### config.mk
export PLATFORM = sky130hd
export DESIGN_NAME = byte_stream_noise_hash
export DESIGN_NICKNAME = d
export VERILOG_FILES = /design/src/rtl/bsnh_pkg.sv /design/src/rtl/bsnh_noise.sv /design/src/rtl/bsnh_round.sv /design/src/rtl/byte_stream_noise_hash.sv
export SDC_FILE = /design/constraint.sdc
export NUM_CORES = 1
export LEC_CHECK = 0
export ABC_AREA = 0
export BUFFER_PORTS_ARGS = -buffer_cell sky130_fd_sc_hd__buf_2
export CORE_ASPECT_RATIO = 1.75
export CORE_MARGIN = 10
export CORE_UTILIZATION = 60
export CTS_CLUSTER_DIAMETER = 80
export CTS_CLUSTER_SIZE = 14
export DETAILED_ROUTE_END_ITERATION = 8
export HOLD_SLACK_MARGIN = 0.06
export PLACE_DENSITY = 0.8
export SLEW_MARGIN = 10
export SYNTH_ARGS = -nofsm -noshare
export SYNTH_HDL_FRONTEND = slang
export SYNTH_SLANG_ARGS = --single-unit
export TNS_END_PERCENT = 100
### constraint.sdc
create_clock -name clk -period 14 [get_ports clk]
set_clock_uncertainty 0.05 [all_clocks]
set_input_delay 1.4 -clock clk [delete_from_list [all_inputs] [get_ports clk]]
set_output_delay 1.4 -clock clk [all_outputs]
set_load 0.02 [all_outputs]
### src/rtl/bsnh_pkg.sv
`timescale 1ns / 1ps
// Package for the byte stream noise hash: word type, hash constants, the
// 32-entry noise table, the four swap pattern tables and the swap and scramble
// functions. Depends on nothing; every other file of the block imports it.
package bsnh_pkg;

    typedef logic [31:0] word_t;

    localparam int unsigned NOISE_IDX_W  = 5;
    localparam int unsigned NOISE_DEPTH  = 32;
    localparam int unsigned SCR_COUNT    = 4;
    localparam int unsigned SWAP_COUNT   = 16;

    localparam word_t HASH_INIT  = 32'hac3b843b;
    localparam word_t BYTE_MUL   = 32'd238;
    localparam word_t ROT_ADD    = 32'd1057592071;
    localparam int unsigned ROT_AMOUNT = 15;

    localparam logic [0:NOISE_DEPTH-1][31:0] NOISE_WORDS = '{
        32'h347cf746, 32'h7b840e02, 32'h4b6e3c4e, 32'h489b06c6,
        32'h2ba14c6e, 32'h4572434a, 32'h04600530, 32'h7f9acc78,
        32'h50a98955, 32'h071b0827, 32'h15690047, 32'h6c68f552,
        32'h5fc52edf, 32'h61ca273b, 32'h44e4c5f4, 32'h6a8f5fc5,
        32'h01fc910a, 32'h29e9de3f, 32'h2788c41e, 32'h6b5c5ce4,
        32'h39d672de, 32'h6d7680bf, 32'h511f385d, 32'h577fa18f,
        32'h7aa4ca0d, 32'h671710ed, 32'h127e0c78, 32'h567cb335,
        32'h65f0a296, 32'h3f0eaf85, 32'h4e838e1f, 32'h1a6d99dd
    };

    // Position pairs per scramble; element [1] is position a, element [0] is b.
    localparam logic [0:SCR_COUNT-1][0:SWAP_COUNT-1][1:0][4:0] SWAP_PAIRS = '{
        '{'{5'd23, 5'd16}, '{5'd25, 5'd13}, '{5'd15, 5'd10}, '{5'd6,  5'd19},
          '{5'd3,  5'd2},  '{5'd11, 5'd14}, '{5'd4,  5'd24}, '{5'd20, 5'd18},
          '{5'd7,  5'd30}, '{5'd0,  5'd29}, '{5'd9,  5'd28}, '{5'd1,  5'd17},
          '{5'd12, 5'd27}, '{5'd26, 5'd21}, '{5'd31, 5'd8},  '{5'd22, 5'd5}},
        '{'{5'd7,  5'd19}, '{5'd30, 5'd6},  '{5'd20, 5'd15}, '{5'd21, 5'd8},
          '{5'd24, 5'd12}, '{5'd9,  5'd14}, '{5'd0,  5'd25}, '{5'd1,  5'd17},
          '{5'd26, 5'd4},  '{5'd31, 5'd23}, '{5'd27, 5'd29}, '{5'd18, 5'd10},
          '{5'd2,  5'd16}, '{5'd28, 5'd13}, '{5'd11, 5'd22}, '{5'd5,  5'd3}},
        '{'{5'd28, 5'd30}, '{5'd10, 5'd31}, '{5'd4,  5'd26}, '{5'd19, 5'd8},
          '{5'd5,  5'd0},  '{5'd18, 5'd11}, '{5'd15, 5'd22}, '{5'd14, 5'd1},
          '{5'd17, 5'd23}, '{5'd16, 5'd29}, '{5'd27, 5'd7},  '{5'd9,  5'd12},
          '{5'd2,  5'd25}, '{5'd20, 5'd24}, '{5'd21, 5'd13}, '{5'd3,  5'd6}},
        '{'{5'd17, 5'd22}, '{5'd20, 5'd16}, '{5'd10, 5'd12}, '{5'd24, 5'd23},
          '{5'd21, 5'd5},  '{5'd19, 5'd27}, '{5'd18, 5'd15}, '{5'd14, 5'd8},
          '{5'd0,  5'd28}, '{5'd2,  5'd4},  '{5'd1,  5'd25}, '{5'd29, 5'd6},
          '{5'd26, 5'd31}, '{5'd13, 5'd30}, '{5'd9,  5'd11}, '{5'd3,  5'd7}}
    };

    // Two-bit swap as the hash defines it. When a is above b, bit a moves
    // further up and bit b further down, so bits can fall off either end.
    function automatic word_t swap_pair(word_t v, logic [4:0] a, logic [4:0] b);
        logic [4:0] s;
        word_t      ma;
        word_t      mb;
        s  = (a >= b) ? (a - b) : (b - a);
        ma = 32'd1 << a;
        mb = 32'd1 << b;
        return (v & ~(ma | mb)) | ((v & ma) << s) | ((v & mb) >> s);
    endfunction

    // OR of the sixteen swap results of one scramble pattern.
    function automatic word_t scramble(logic [1:0] sel, word_t v);
        word_t acc;
        acc = '0;
        for (int i = 0; i < SWAP_COUNT; i++)
        begin
            acc |= swap_pair(v, SWAP_PAIRS[sel][i][1], SWAP_PAIRS[sel][i][0]);
        end
        return acc;
    endfunction

endpackage

### src/rtl/bsnh_noise.sv
`timescale 1ns / 1ps
// One noise lookup: table word by index bits 4..0, subtract, then the
// scramble chosen by index bits 1..0. Depends on bsnh_pkg.
module bsnh_noise (
    input  bsnh_pkg::word_t x,
    output bsnh_pkg::word_t y
);
    import bsnh_pkg::*;

    word_t diff;
    word_t scr [SCR_COUNT];

    assign diff = x - NOISE_WORDS[x[NOISE_IDX_W-1:0]];

    // All four patterns are fixed wiring plus OR gates; pick one afterwards.
    always_comb
    begin
        for (int k = 0; k < SCR_COUNT; k++)
        begin
            scr[k] = scramble(2'(k), diff);
        end
    end

    always_comb
    begin
        case (x[1:0])
            2'd0:    y = scr[0];
            2'd1:    y = scr[1];
            2'd2:    y = scr[2];
            default: y = scr[3];
        endcase
    end

endmodule

### src/rtl/bsnh_round.sv
`timescale 1ns / 1ps
// Per-byte hash update: two noise-and-add steps on the running hash and one
// noise-and-xor step that depends on the byte alone. Depends on bsnh_pkg, bsnh_noise.
module bsnh_round (
    input  bsnh_pkg::word_t hash_cur,
    input  logic [7:0]      data_byte,
    output bsnh_pkg::word_t hash_new
);
    import bsnh_pkg::*;

    word_t byte_w;
    word_t x1, n1, h1;
    word_t x2, n2, h2;
    word_t sum3, x3, n3;

    assign byte_w = {24'd0, data_byte};

    assign x1 = {28'd0, data_byte[7:4]} + hash_cur;
    bsnh_noise u_noise1 (.x(x1), .y(n1));
    assign h1 = hash_cur + n1;

    assign x2 = h1 + 32'(byte_w * BYTE_MUL);
    bsnh_noise u_noise2 (.x(x2), .y(n2));
    assign h2 = h1 + n2;

    // Right rotation by a fixed amount is just wiring.
    assign sum3 = ROT_ADD + byte_w;
    assign x3   = (sum3 >> ROT_AMOUNT) | (sum3 << (32 - ROT_AMOUNT));
    bsnh_noise u_noise3 (.x(x3), .y(n3));

    assign hash_new = h2 ^ n3;

endmodule

### src/rtl/byte_stream_noise_hash.sv
`timescale 1ns / 1ps
// Top level of the byte stream noise hash: input register, per-byte update
// and result register. Depends on bsnh_pkg and bsnh_round.
//
// Usage
// -----
// The input channel (in_valid / in_ready) carries one message byte per beat,
// data_byte, with last_byte set on the final byte of a message. Every
// message is at least one byte long. The output channel (out_valid /
// out_ready) carries one beat per message, hash_value, the 32-bit hash over
// all its bytes; the running hash then starts over from its initial value.
//
// Throughput is one byte per clock cycle unless a last byte must wait. A beat
// that is not last lands in the input register and is folded into the
// running hash in the following cycle; the whole update (three noise lookups
// with their adds and the final xor) sits between the input register and the
// hash and result registers; for a last byte the result register drives the output.
//
// While the receiver stalls, bytes that are not last keep flowing into the
// hash. A last byte waits in the input register only while the result
// register still holds an untaken hash, and in_ready drops only then.
// Reset clears both valid flags and loads the running hash with its initial
// value; no beat is lost or duplicated across a stall.
module byte_stream_noise_hash (
    input  logic        clk,
    input  logic        rst_n,
    input  logic        in_valid,
    output logic        in_ready,
    input  logic [7:0]  data_byte,
    input  logic        last_byte,
    output logic        out_valid,
    input  logic        out_ready,
    output logic [31:0] hash_value
);
    import bsnh_pkg::*;

    // Input register.
    logic       s1_valid_reg, s1_valid_next;
    logic [7:0] s1_data_reg;
    logic       s1_last_reg;

    // Running hash and result register.
    word_t hash_reg, hash_next;
    logic  out_valid_reg, out_valid_next;
    word_t result_reg;

    word_t hash_upd;
    logic  s1_advance;
    logic  in_fire;
    logic  out_fire;

    bsnh_round u_round (
        .hash_cur  (hash_reg),
        .data_byte (s1_data_reg),
        .hash_new  (hash_upd)
    );

    assign out_fire = out_valid_reg && out_ready;

    // A byte that is not last never needs the result register, so it always
    // moves on. A last byte needs the result register empty or being emptied.
    assign s1_advance = s1_valid_reg && (!s1_last_reg || !out_valid_reg || out_ready);
    assign in_ready   = !s1_valid_reg || s1_advance;
    assign in_fire    = in_valid && in_ready;

    always_comb
    begin
        s1_valid_next  = in_fire || (s1_valid_reg && !s1_advance);
        hash_next      = hash_reg;
        out_valid_next = out_valid_reg && !out_fire;
        if (s1_advance)
        begin
            if (s1_last_reg)
            begin
                hash_next      = HASH_INIT;
                out_valid_next = 1'b1;
            end
            else
            begin
                hash_next = hash_upd;
            end
        end
    end

    always_ff @(posedge clk or negedge rst_n)
    begin
        if (!rst_n)
        begin
            s1_valid_reg  <= 1'b0;
            out_valid_reg <= 1'b0;
            hash_reg      <= HASH_INIT;
        end
        else
        begin
            s1_valid_reg  <= s1_valid_next;
            out_valid_reg <= out_valid_next;
            hash_reg      <= hash_next;
        end
    end

    // Payload registers need no reset.
    always_ff @(posedge clk)
    begin
        if (in_fire)
        begin
            s1_data_reg <= data_byte;
            s1_last_reg <= last_byte;
        end
        if (s1_advance && s1_last_reg)
        begin
            result_reg <= hash_upd;
        end
    end

    assign out_valid  = out_valid_reg;
    assign hash_value = result_reg;

    // The hash restarts after every last byte.
    a_restart: assert property (@(posedge clk) disable iff (!rst_n)
        (s1_advance && s1_last_reg) |=> (hash_reg == HASH_INIT && out_valid_reg))
        else $error("hash did not restart or result not posted after last byte");

    // The running hash only changes when a byte is folded in.
    a_hash_hold: assert property (@(posedge clk) disable iff (!rst_n)
        !s1_advance |=> $stable(hash_reg))
        else $error("running hash changed without a byte");

    // A byte that is not last never creates a result.
    a_no_spurious: assert property (@(posedge clk) disable iff (!rst_n)
        (!out_valid_reg && !(s1_advance && s1_last_reg)) |=> !out_valid_reg)
        else $error("result appeared without a last byte");

    // An empty input register always takes a beat.
    a_ready_empty: assert property (@(posedge clk) disable iff (!rst_n)
        !s1_valid_reg |-> in_ready)
        else $error("input stalled with an empty input register");

endmodule
; ---- Yosys cells after proc, flatten, opt, wreduce, memory -nomap -nowiden
; Memory sizes are Yosys's and may differ from the RTL's.
; Index checks and enable logic that the tools add are counted.
; Widths: inputs -> output; s select.
[classes]
addsub = 8
multipliers = 1
n_lt_le_gt_ge = 3
n_eq_ne = 6
mux = 12
bitwise_logic = 491
reduce_logical = 18
[op_table]
columns = cell, n
row1 = $or 32x32->32, 177
row2 = $or 32x31->32, 21
row3 = $or 32x26->32, 18
row4 = $or 32x10->32, 15
row5 = $or 32x13->32, 15
row6 = $or 32x2->32, 15
row7 = $or 32x23->32, 15
row8 = $or 32x3->32, 15
row9 = $or 32x5->32, 15
row10 = $or 32x1->32, 12
row11 = $or 32x11->32, 12
row12 = $or 32x17->32, 12
row13 = $or 32x28->32, 12
row14 = $or 32x30->32, 12
row15 = $or 32x8->32, 12
row16 = $or 32x12->32, 9
row17 = $or 32x18->32, 9
row18 = $or 32x20->32, 9
row19 = $or 32x21->32, 9
row20 = $or 32x25->32, 9
row21 = $or 32x27->32, 9
row22 = $or 32x29->32, 9
row23 = $pmux 32 s3, 3
row24 = $mux 32, 7
row25 = other kinds (26), 88
[totals]
regBits = 75
mem_bits_ro = 3072
input_bits = 13
elab_cells = 548
memories = 3
[memory_table]
columns = memory, depth, word_bits, rd, rd_clocked_by_memory_dff, wr, line_no
row1 = (no name shown), 32, 32, 1, 0, 0, bsnh_noise.sv:13  ; assign diff = x - NOISE_WORDS[x[NOISE_IDX_W-1:0]];
row2 = (no name shown), 32, 32, 1, 0, 0, bsnh_noise.sv:13
row3 = (no name shown), 32, 32, 1, 0, 0, bsnh_noise.sv:13

; ---- Logic depth before layout (Yosys ltp)
[depth]
ltp_word = 52
mapped_depth = 75
ltp_nobuf = 74

; ---- Hierarchy
; Synthesis repeated with hierarchy kept, for this count alone.
[unflattened]
cells_unflattened = 3222
area_unflattened_um2 = 22950.8
[modules_own_cells]
columns = mod, n_inst, cells_each, area_per_inst_um2, seq_area_each_um2
row1 = bsnh_round, 1, 872, 6630.1, 0.0
row2 = bsnh_noise (u_round.u_noise2), 1, 724, 4514.3, 0.0
row3 = bsnh_noise (u_round.u_noise1), 1, 711, 4332.9, 0.0
row4 = bsnh_noise (u_round.u_noise3), 1, 684, 4264.1, 0.0
row5 = byte_stream_noise_hash, 1, 231, 3209.3, 2102.0

; ---- Worst setup path before layout
; No wires, ideal clock.
[synth_timing]
path_type = flip-flop to flip-flop
start = register s1_data_reg[4]
end = register result_reg[30] (netlist: hash_value[30]), data pin
setup_ns = 0.258
arrival_ns = 13.519
required_ns = 13.692
setup_slack_ns = 0.173
path_stages_with_launch = 74
path_buffers = 3
cell_sequence = edfxtp_1 ha_1 inv_1 fa_1 nand2b_1 o2bb2ai_1 nor2_1 or2_2 clkbuf_1 clkinv_1 nand2_1 nor2_1 o21ai_0 o21ai_0 a221o_1 ha_1 clkbuf_1 nand3_1 [38 not listed] nand2_1 o31ai_1 a2bb2oi_1 ha_1 inv_1 fa_1 nor2b_1 o21ai_0 a21boi_0 o21ai_0 a21boi_0 o21ai_0 a211o_1 a21oi_1 o21ai_0 o21ai_0 a21oi_1 xnor2_1
[synth_via]
elab_chain_cells = 51
[synth_rtl]
columns = item, line_no
row1 = start: declaration, byte_stream_noise_hash.sv:39  ; logic [7:0] s1_data_reg;
row2 = start signal: assignment, byte_stream_noise_hash.sv:106  ; s1_data_reg <= data_byte;
row3 = $add 4x32->32, bsnh_round.sv:18  ; assign x1 = {28'd0, data_byte[7:4]} + hash_cur;
row4 = $not 5->6 (not written as such), bsnh_noise.sv:13
row5 = $mem_v2 32x32, --
row6 = $mux 32 (not written as such) (2 in a row), bsnh_noise.sv:13
row7 = $sub 32x32->32, bsnh_noise.sv:13
row8 = "$or 32x23->32, or another cell as far along", bsnh_pkg.sv:59  ; return (v & ~(ma | mb)) | ((v & ma) << s) | ((v & mb) >> s);
row9 = "$or 32x18->32, or another cell as far along", bsnh_pkg.sv:59
row10 = $or 32x32->32 (8 in a row), bsnh_pkg.sv:68  ; acc |= swap_pair(v, SWAP_PAIRS[sel][i][1], SWAP_PAIRS[sel][i][0]);
row11 = [25 not listed], --
row12 = $or 32x32->32 or $or 32x31->32 (tied branches), bsnh_pkg.sv:68
row13 = $or 32x32->32 (4 in a row), bsnh_pkg.sv:68
row14 = $or 32x32->32 or $or 32x31->32 (tied branches), bsnh_pkg.sv:68
row15 = $or 32x32->32, bsnh_pkg.sv:68
row16 = $pmux 32 s3, bsnh_noise.sv:26  ; case (x[1:0])
row17 = $add 32x32->32, bsnh_round.sv:24  ; assign h2 = h1 + n2;
row18 = $xor 32x32->32 *, bsnh_round.sv:31  ; assign hash_new = h2 ^ n3;
row19 = named net hash_upd[30], byte_stream_noise_hash.sv:47  ; word_t hash_upd;
row20 = end signal: assignment, byte_stream_noise_hash.sv:111  ; result_reg <= hash_upd;
row21 = end: declaration, byte_stream_noise_hash.sv:45  ; word_t result_reg;
; Mark *: on every way through the listed nets, which the timed path passes. The rest lies on a longest branch. The select of a mux whose other input is x is not followed.
; A chain may end at the register's enable or synchronous reset.

; ---- Worst setup path after layout
[layout_timing]
start = register s1_data_reg[6]
end = register hash_reg[31]
[layout_via]
elab_chain_cells = 52
[layout_rtl]
columns = item, line_no
row1 = $add 4x32->32, bsnh_round.sv:18
row2 = $not 5->6 (not written as such), bsnh_noise.sv:13
row3 = $mem_v2 32x32, --
row4 = $mux 32 (not written as such) (2 in a row), bsnh_noise.sv:13
row5 = $sub 32x32->32, bsnh_noise.sv:13
row6 = "$or 32x23->32, or another cell as far along", bsnh_pkg.sv:59
row7 = "$or 32x18->32, or another cell as far along", bsnh_pkg.sv:59
row8 = $or 32x32->32 (8 in a row), bsnh_pkg.sv:68
row9 = [25 not listed], --
row10 = $or 32x32->32 or $or 32x31->32 (tied branches), bsnh_pkg.sv:68
row11 = $or 32x32->32 (4 in a row), bsnh_pkg.sv:68
row12 = $or 32x32->32 or $or 32x31->32 (tied branches), bsnh_pkg.sv:68
row13 = $or 32x32->32, bsnh_pkg.sv:68
row14 = $pmux 32 s3, bsnh_noise.sv:26
row15 = $add 32x32->32, bsnh_round.sv:24
row16 = $xor 32x32->32 *, bsnh_round.sv:31
row17 = $mux 32 *, byte_stream_noise_hash.sv:73  ; if (s1_last_reg)
row18 = end signal: assignment, byte_stream_noise_hash.sv:97  ; hash_reg <= hash_next;
row19 = end: declaration, byte_stream_noise_hash.sv:43  ; word_t hash_reg, hash_next;
; Every way passes the cells marked *; elsewhere a longest branch is shown, timed or not. The select of a mux whose other input is x is not followed.

==> impl_results.md <==
- Status: finished with violations
- Failing checks: setup timing
- Final hold vios: 0
- Clock-pin slew on the worst setup and hold paths: 0.07 ns
- Max clock buf depth: 2
- Vias: roughly 22000
- CP endpoint kind: register
- CP max-delay cell: edfxtp_1
- Final Cell Area: 22610 um2
- EDFF count, synth: a little over 40
- Share of cells above drive strength 1: 30.93%
- Leading area contributor after synthesis: ha_1
- # setup viols final: 22
- H-tree depth: 3
- Initial Util: 60.52%
- Remaining design rule violation count: 0
- Final WL: 81860 um
- Die X: 145.3 um
- Most common cell on crit path: buf_4
- Final setup margin: -0.3739 ns
- CTS root buffer: clkbuf_16
- Clk sink count: 75
- Nets@finish: 2998
- Total CTS buffers: 9
- Post-synth net total: between 2000 and 2500
- Mapped Area: 16480 um2
- Routed WL per cell: 26.06 um
- Final Cycle Share: 102.7%
- Data arrival time of the worst path: 14.61 ns
- Async SR Flop Fraction: 45.33%
- Clk_lat worst skew: 0.38 ns
- Hold Crit Class: reg -> reg
- Sequential cell area: 2102 um2
- Initial antenna violation count: 0
- First-pass GRT wire length: 117200 um
- GPL Wtd Cong: 1.174
- Hold buffers post-CTS: 0
- TritonCTS clock tree: yes
- Final Max Tran Viols: 0
- Largest delay share family, worst path: compound AO/OA/AOI/OAI gates
- Min Tclk post-route: ~14 ns
- Number of top-level pins: 47
- Mapped Cells: 2243
- Top-area cell type share of the netlist area: 14.58%
- Core Rows: 80
- Slew margin rel.: 8.968%
- Largest net degree at the start of global routing: 49
- Fmax achieved: 69.57 MHz
- Syn_area_per_cell: 7.347 um2
- Core ar.: 27230 um2
- Vias per cell: 6.956
- Sequential element share of the synthesized area: 12.76%
- Synth Flop Type: edfxtp_1
- Post-route ant nets: 0
- GRT Overall Usage: 42.99%
- DIE AREA: around 35000 um2
- Synth area leaders: ha_1 15%, edfxtp_1 7.5%, xnor2_1 7.2%
- HPWL Detailed: 59370 um
- Vias in the first global route: 21600
- YS warnings: 0
- RSZ-0062 raised after global routing: yes
- Max Cap Violations: 0
- Die Height: 239.2 um
- Tightest Pin Transition: 1.351 ns
- CP Max Fanout: 4
- Synth cell types: 95
- DP Area: 21020 um2
- Most common cell in the synthesized netlist: a21oi_1
- Initial DRC Count: between 2000 and 3000
- Synth cell count leaders: 223 x a21oi_1, 210 x nand2_1, 193 x nor2_1
- PortBufs: 46
- Area grow syn2layout: 37.21%
- CP max stage delay: 0.46 ns
- Number of synthesized register bits: 75
- Overflow after GRT: 0
- Placed insts: 3099
- First-pass DRT Iterations: 7
- Buffer and inverter count on the worst path: 7
- Filler Cell Count: ~1800
- Crit start category: register
- Final Instance Count excl. Fillers: between 3000 and 4000
- Crit path kind: reg -> reg
- Multi-input gate area: 14640 um2
- Data required time of the worst path: 14.23 ns
worst register-to-register path, delay by kind of cell (launching register included):
kind,cells,cell delay (ns)
DFF,1,0.46
AOI/OAI and AO/OA,30,6.59
and+or+nand+nor,15,2.79
buffers and inverters,7,1.14
adders and majority gates,7,2.41
xor gates and xnor gates,4,0.89
kinds of logic (layout without fill, tap and decap cells):
logic type	count (synthesis)	count (layout)	share of synthesized area (%)
adders and majority gates	219	219	17.86
DFF	75	75	12.76
muxes	8	8	0.6454
xor gates and xnor gates	196	196	10.80
and+or+nand+nor	702	702	20.16
other	0	1	0
AOI/OAI and AO/OA	829	829	32.85
buffers and inverters	214	742	4.928
timing repair:
action                                  CTS  global route
endpoints found under the setup margin   43            52
pin swaps                                20           121
cloned                                    0             1
buffers inserted                         11            18
gates resized for setup                  52           190
stage by stage:
step / utilization (%) / TNS (ns) / worst slack [ns] / hold slack, ns
floorplan: - / 0 / 0.1733 / 0.4215
global placement: 77.22 / -4.853 / -0.4367 / 0.4632
detailed placement: 77.22 / -17.75 / -0.9290 / 0.4649
CTS: 79.29 / 0 / 0.004688 / 0.5120
global route: 83.04 / -30.64 / -1.153 / 0.5235
finish: 83.05 / -3.515 / -0.3739 / 0.5025
per-layer routing:
layer / part of all wire [%] / GRT usage [%]
met1: 29 / 38.86
met2: 46 / 75.13
met3: 11 / 10.15
met4: 14 / 45.73
met5: 0 / 0
final timing paths:
check,end,slack [ns],cells past startpoint,start
worst max register to register,hash_reg[31]$_DFFE_PN1P_,-0.37,63,s1_data_reg[6]$_DFFE_PP_
worst max-delay path,hash_reg[31]$_DFFE_PN1P_,-0.37,63,s1_data_reg[6]$_DFFE_PP_
min in group asynchronous,hash_reg[23]$_DFFE_PN0P_,1.07,1,rst_n
worst min register to register,hash_reg[1]$_DFFE_PN1P_,0.50,2,hash_reg[1]$_DFFE_PN1P_
worst min-delay path,hash_reg[1]$_DFFE_PN1P_,0.50,2,hash_reg[1]$_DFFE_PN1P_
max in group asynchronous,hash_reg[6]$_DFFE_PN0P_,12.25,1,rst_n
cell usage in the layout, fill, tap and decap left out, drive strengths merged, types with 18 or more instances in the layout:
cell type	count
buf	611
a21oi	224
nand2	210
o21ai	194
nor2	193
ha	192
xnor2	138
inv	116
nand3	71
a21o	70
xor2	55
nor3	45
edfxtp	41
and3	31
a31oi	30
o21a	28
o211ai	27
fa	27
nand2b	25
o21bai	25
a211oi	22
nand4	19
dfrtp	18
a21boi	18
area by class of cell:
| cell class | count | area share [%] |
|---|---|---|
| Timing Repair Buffer | 612 | 20.75 |
| Inverter | 114 | 1.904 |
| Tap cell | 369 | 2.042 |
| Clock buffer | 9 | 0.9961 |
| Sequential cell | 75 | 9.297 |
| Antenna cell | 1 | 0.01107 |
| Multi-Input combinational cell | 1954 | 64.74 |
| Clock inverter | 7 | 0.2546 |
Power is not shown: default switching activity piles up to over one toggle a cycle in this logic, so the estimate is an artifact.
